[config.mk]
export PLATFORM = sky130hd
export DESIGN_NAME = vnch_corner_hash
export DESIGN_NICKNAME = d
export VERILOG_FILES = /design/src/sv/vnch_pkg.sv /design/src/sv/vnch_corner_hash.sv
export SDC_FILE = /design/constraint.sdc
export NUM_CORES = 1
export LEC_CHECK = 0
export BUFFER_PORTS_ARGS = -buffer_cell sky130_fd_sc_hd__buf_4
export CAP_MARGIN = 20
export CELL_PAD_IN_SITES_DETAIL_PLACEMENT = 1
export CELL_PAD_IN_SITES_GLOBAL_PLACEMENT = 1
export CORE_AREA = 2 2 168 170
export CTS_CLUSTER_SIZE = 8
export DETAILED_ROUTE_END_ITERATION = 16
export DIE_AREA = 0 0 170 172
export PLACE_DENSITY = 0.78
export SLEW_MARGIN = 20
export SYNTH_ARGS = -nofsm -noshare
export SYNTH_HDL_FRONTEND = slang
export SYNTH_SLANG_ARGS = --single-unit
[constraint.sdc]
create_clock -name clock -period 9.4 [get_ports clock]
set_input_delay 0.47 -clock clock [delete_from_list [all_inputs] [get_ports clock]]
set_output_delay 0.47 -clock clock [all_outputs]
set_load 0.005 [all_outputs]
[src/sv/vnch_pkg.sv]
// Shared constants, types and arithmetic helpers of the value noise column height unit.
package vnch_pkg;

   // Chunk geometry and vertical scaling
   localparam int CHUNK_LEVELS = 256;
   localparam int HEIGHT_SCALE = 1;

   // Field and datapath widths
   localparam int COORD_W    = 4;
   localparam int HEIGHT_W   = 8;
   localparam int BLOCK_W    = 16;
   localparam int BASE_W     = 8;
   localparam int AMP_W      = 8;
   localparam int FREQ_W     = 24;
   localparam int SEED_W     = 32;
   localparam int SCALED_W   = 13;   // holds 255*16 and the chunk level count
   localparam int POS_W      = COORD_W + FREQ_W;
   localparam int FRAC_W     = 16;
   localparam int CELL_W     = POS_W - FRAC_W;
   localparam int SMOOTH_W   = FRAC_W + 1;
   localparam int NOISE_W    = 24;
   localparam int HASH_W     = 32;
   localparam int CSR_IDX_W  = 3;
   localparam int CSR_DATA_W = 32;

   localparam int HEIGHT_MAX = (CHUNK_LEVELS - 1 < 255) ? CHUNK_LEVELS - 1 : 255;

   // Hash constants
   localparam logic [HASH_W-1:0] PRIME_X  = 32'd73856093;
   localparam logic [HASH_W-1:0] PRIME_Z  = 32'd19349663;
   localparam logic [HASH_W-1:0] WANG_XOR = 32'd61;
   localparam logic [HASH_W-1:0] WANG_MUL = 32'h27d4eb2d;

   // Register reset values
   localparam logic [BASE_W-1:0]  BASE_HEIGHT_RST = 8'd32;
   localparam logic [AMP_W-1:0]   AMPLITUDE_RST   = 8'd16;
   localparam logic [FREQ_W-1:0]  FREQUENCY_RST   = 24'd3277;
   localparam logic [SEED_W-1:0]  NOISE_SEED_RST  = 32'd1337;
   localparam logic [BLOCK_W-1:0] TOP_BLOCK_RST   = 16'd1;
   localparam logic [BLOCK_W-1:0] FILL_BLOCK_RST  = 16'd2;

   typedef enum logic [CSR_IDX_W-1:0] {
      CSR_BASE_HEIGHT = 3'd0,
      CSR_AMPLITUDE   = 3'd1,
      CSR_FREQUENCY   = 3'd2,
      CSR_NOISE_SEED  = 3'd3,
      CSR_TOP_BLOCK   = 3'd4,
      CSR_FILL_BLOCK  = 3'd5
   } csr_index_type;

   // Load enables of the three hash mixing stages
   typedef struct packed {
      logic mix_a;
      logic mix_b;
      logic mix_c;
   } hash_en_type;

   // Linear interpolation between a and b by weight s (Q1.16, 0..65536), rounded
   function automatic logic [NOISE_W-1:0] blend(input logic [NOISE_W-1:0] a,
                                                input logic [NOISE_W-1:0] b,
                                                input logic [SMOOTH_W-1:0] s);
      logic [SMOOTH_W-1:0]            w;
      logic [NOISE_W+SMOOTH_W-1:0]    pa;
      logic [NOISE_W+SMOOTH_W-1:0]    pb;
      logic [NOISE_W+SMOOTH_W+1:0]    sum;
      w   = 17'd65536 - s;
      pa  = (NOISE_W+SMOOTH_W)'(a) * (NOISE_W+SMOOTH_W)'(w);
      pb  = (NOISE_W+SMOOTH_W)'(b) * (NOISE_W+SMOOTH_W)'(s);
      sum = (NOISE_W+SMOOTH_W+2)'(pa) + (NOISE_W+SMOOTH_W+2)'(pb)
            + (NOISE_W+SMOOTH_W+2)'(32768);
      return sum[FRAC_W+NOISE_W-1:FRAC_W];
   endfunction

endpackage

[src/sv/vnch_corner_hash.sv]
// Three-stage Wang hash of one corner key, keeping the low 24 bits.
module vnch_corner_hash import vnch_pkg::*; (
   input  logic                clock,
   input  hash_en_type         en,
   input  logic [HASH_W-1:0]   key,
   output logic [NOISE_W-1:0]  value
);

   logic [HASH_W-1:0]  mix_a_ff, mix_a_in;
   logic [HASH_W-1:0]  mix_b_ff, mix_b_in;
   logic [NOISE_W-1:0] mix_c_ff, mix_c_in;
   logic [HASH_W-1:0]  fold_a;
   logic [HASH_W-1:0]  fold_b;
   logic [HASH_W-1:0]  fold_c;

   always_comb begin
      fold_a   = (key ^ WANG_XOR) ^ (key >> 16);
      mix_a_in = fold_a + {fold_a[HASH_W-4:0], 3'b000};   // times 9
      fold_b   = mix_a_ff ^ (mix_a_ff >> 4);
      mix_b_in = fold_b * WANG_MUL;
      fold_c   = mix_b_ff ^ (mix_b_ff >> 15);
      mix_c_in = fold_c[NOISE_W-1:0];
   end

   always_ff @(posedge clock) begin
      if (en.mix_a) begin
         mix_a_ff <= mix_a_in;
      end
      if (en.mix_b) begin
         mix_b_ff <= mix_b_in;
      end
      if (en.mix_c) begin
         mix_c_ff <= mix_c_in;
      end
   end

   assign value = mix_c_ff;

endmodule

==> run summary <==
Outcome: completed
Root buffer cell: clkbuf_16
Synth Instances: 1270
Multi-input gate area: 9702 sq um
Min cycle time layout: 7.805 ns
Number of vias per cell: 5.456
CTS Buf Count: 9
Crit path max fanout: 10
FF+latch area: 2643 sq um
Top FF cell, synth: edfxtp_1
Total congestion overflow: 0
Die width: 170 um
Post-synth EDFFs: 88
Syn_nets: 1716
Compound-Gate Fraction of Synth Area: 0.07226
Remaining DRCs: 0
Number of global-route vias before repair: 10509
Path depth of the worst reg2reg path: 24
Ports: 60
Synth area leader: fa_1
Initial antenna violation count: 0
CTS Buffer Depth: 2
Post-synth ARST share: 0
Filler cells: 3015
Top-count cell post-synth: inv_1
TNS Setup: 0 ns
Max-cap check violation count: 0
Fmax: 128.1 MHz
Clock sink count: 88
Slowest library cell on the worst path: xor2_1
Crit-path max cell delay: 0.77 ns
Synthesized flop and latch total: 88
H-tree lvl count: 3
Fin area: 14760 sq um
WHS Endpoint: value[19]
Worst-Margin Slew: 0.9133 ns
Global-route wire length before repair: 57.46 mm
Routability congestion estimate from global placement: 0.9786
Place WS: 1.617 ns
Via count: 9226
RSZ-0062 raised after global routing: false
Delay-heaviest family, CP: adder cells
Nets: 1786
DP Wirelength: 32.22 mm
Synth Area in Adders: 0.4858
Synth top area cells: fa_1, ha_1, edfxtp_1, inv_1, xor2_1
Setup crit start kind: flip-flop
Min-delay src: mix_b_ff[19]
Final worst slack: 1.595 ns
Core Area: 27480 sq um
Clock skew: 0.01622 ns
Max_slew headroom: 0.3890
Ant diodes: 0
Reg2reg start: mix_a_ff[7]
Synth Area in Simple Gates: 0.05051
Die area: 29240 sq um
FP Rows: 61
CP arrival: 7.91 ns
DR pass1 iterations: 5
Buf+Inv Stages, Crit Path: 4
Dpl cell area: 14460 sq um
FF-to-FF setup slack: 1.59 ns
Cts repair resizes: 0
Tcrit/Tclk final: 0.8303
Netlist cell types: 54
Fraction of layout cells with a size suffix above 1: 0.06245
Critical Path RT: 9.51 ns
Crit. path cell count: 24
Die height: 172 um
P&R area growth vs syn: 8.738%
Worst-skew pair later-pin latency: 0.37 ns
Reg-to-Reg End: mix_b_ff[29]
Largest family of logic cells by synthesized area: adder cells
Port bufs: 59
Setup violators final: 0
Setup CP Type: reg2reg
Final max-slew violation count: 0
HP Class: reg2reg
Yosys warning count: 0
Hold Crit Depth: 0
CP cell instances: xor2_1 -> ha_1 -> xor2_1 -> ha_1 -> nand2b_1 -> fa_1 -> fa_1 -> fa_1 -> inv_1 -> fa_1 -> inv_1 -> fa_1 -> inv_1 -> fa_1 -> inv_1 -> ha_1 -> and3_1 -> and3_1 -> a22oi_1 -> nand4b_1 -> and2_1 -> a211o_1 -> a21o_1 -> xor2_1
DR WL/cell: 21.73 um
CTS clk-pin slew, worst paths: 0.07 ns
Register area share after synthesis: 0.1947
Largest net degree at the start of global routing: 33
Synth top area share: 0.2876
Post-CTS Repair Setup Buffers: 0
Cell mode on critical path: fa_1
Most frequent cells after synthesis: inv_1, ha_1, fa_1, edfxtp_1, xor2_1
Worst hold slack: 0.4746 ns
Mapped Area: 13570 sq um
Initial Util: 0.4940
Tot GR Track Use: 0.2686
CTS tree: built
DRT Wirelength: 36.75 mm
Final hold vios: 0
Post-synthesis mux area share: 0.0007374
Number of routed nets with antenna violations: 0
Initial DRC Count: 413
CP endpoint kind: flip-flop
Hold_buf cts: 0
Xor and xnor area share after synthesis: 0.1054
Avg Cell Area, Syn: 10.69 sq um
[worst register-to-register path: cells and delay by family (launching register included)]
family / cells / cell delay (ns)
AOI/OAI and AO/OA: 3 / 0.72
xor gates and xnor gates: 3 / 1.28
adders and majority gates: 9 / 3.86
buffers and inverters: 4 / 0.19
DFF: 1 / 0.47
and+or+nand+nor: 5 / 1.03
[flip-flops by register name (all words and copies together) (netlist names)]
signal / cells
mix_a_ff: 32
mix_b_ff: 32
value: 24
[cell type report]
| cell class | count | share of cell area |
|---|---|---|
| clock inverters | 7 | 0.005171 |
| well taps | 346 | 0.02933 |
| clock buffers | 9 | 0.01526 |
| multi-input cells | 855 | 0.6573 |
| flip-flops and latches | 88 | 0.1790 |
| inverters | 324 | 0.08239 |
| repair buffers | 62 | 0.03153 |
[cell usage in the layout, fill, tap and decap left out, types with 3 or more instances in the layout]
cell and instances:
a2111oi_0 3, a211oi_1 9, a21o_1 22, a21oi_1 42, a221oi_1 4, a31oi_1 5, and2_1 4, and3_1 14
buf_4 62, clkbuf_16 9, edfxtp_1 88, fa_1 195, ha_1 215, inv_1 324, inv_6 3, nand2_1 28
nand2b_1 9, nand3_1 15, nand3b_1 4, nor2_1 30, nor2b_1 4, nor3_1 9, nor4_1 3, o211ai_1 5
o21a_1 6, o21ai_0 13, o21ai_1 17, o21bai_1 7, or2_2 4, xnor2_1 69, xor2_1 85
[worst max path at each step]
stage                start      endpoint
6_report       mix_a_ff[7]  mix_b_ff[29]
5_1_grt        mix_a_ff[7]  mix_b_ff[29]
4_1_cts        mix_a_ff[7]  mix_b_ff[29]
3_5_place_dp   mix_a_ff[7]  mix_b_ff[29]
3_3_place_gp   mix_a_ff[6]  mix_b_ff[29]
2_1_floorplan  mix_a_ff[7]  mix_b_ff[29]
[cell families after synthesis]
group | count (synthesis)
compound gates | 151
xor+xnor | 158
fa+ha+maj | 410
buf+inv | 327
flops | 88
mux | 1
simple gates | 135
[layer usage]
metal	track usage	up-vias	share of wire
li1	-	4221	-
met1	0.3025	4675	0.39
met2	0.4994	235	0.52
met3	0.02174	95	0.029
met4	0.1594	0	0.063
met5	0	-	0
[stage by stage]
stage / utilization / cells
finish: 0.5372 / 1691
global route: 0.5372 / 1691
CTS: 0.5372 / 1691
detailed placement: 0.5262 / 1675
global placement: 0.5262 / 1675
floorplan: - / 1270
Power is not shown: default switching activity piles up to over one toggle a cycle in this logic, so the estimate is an artifact.
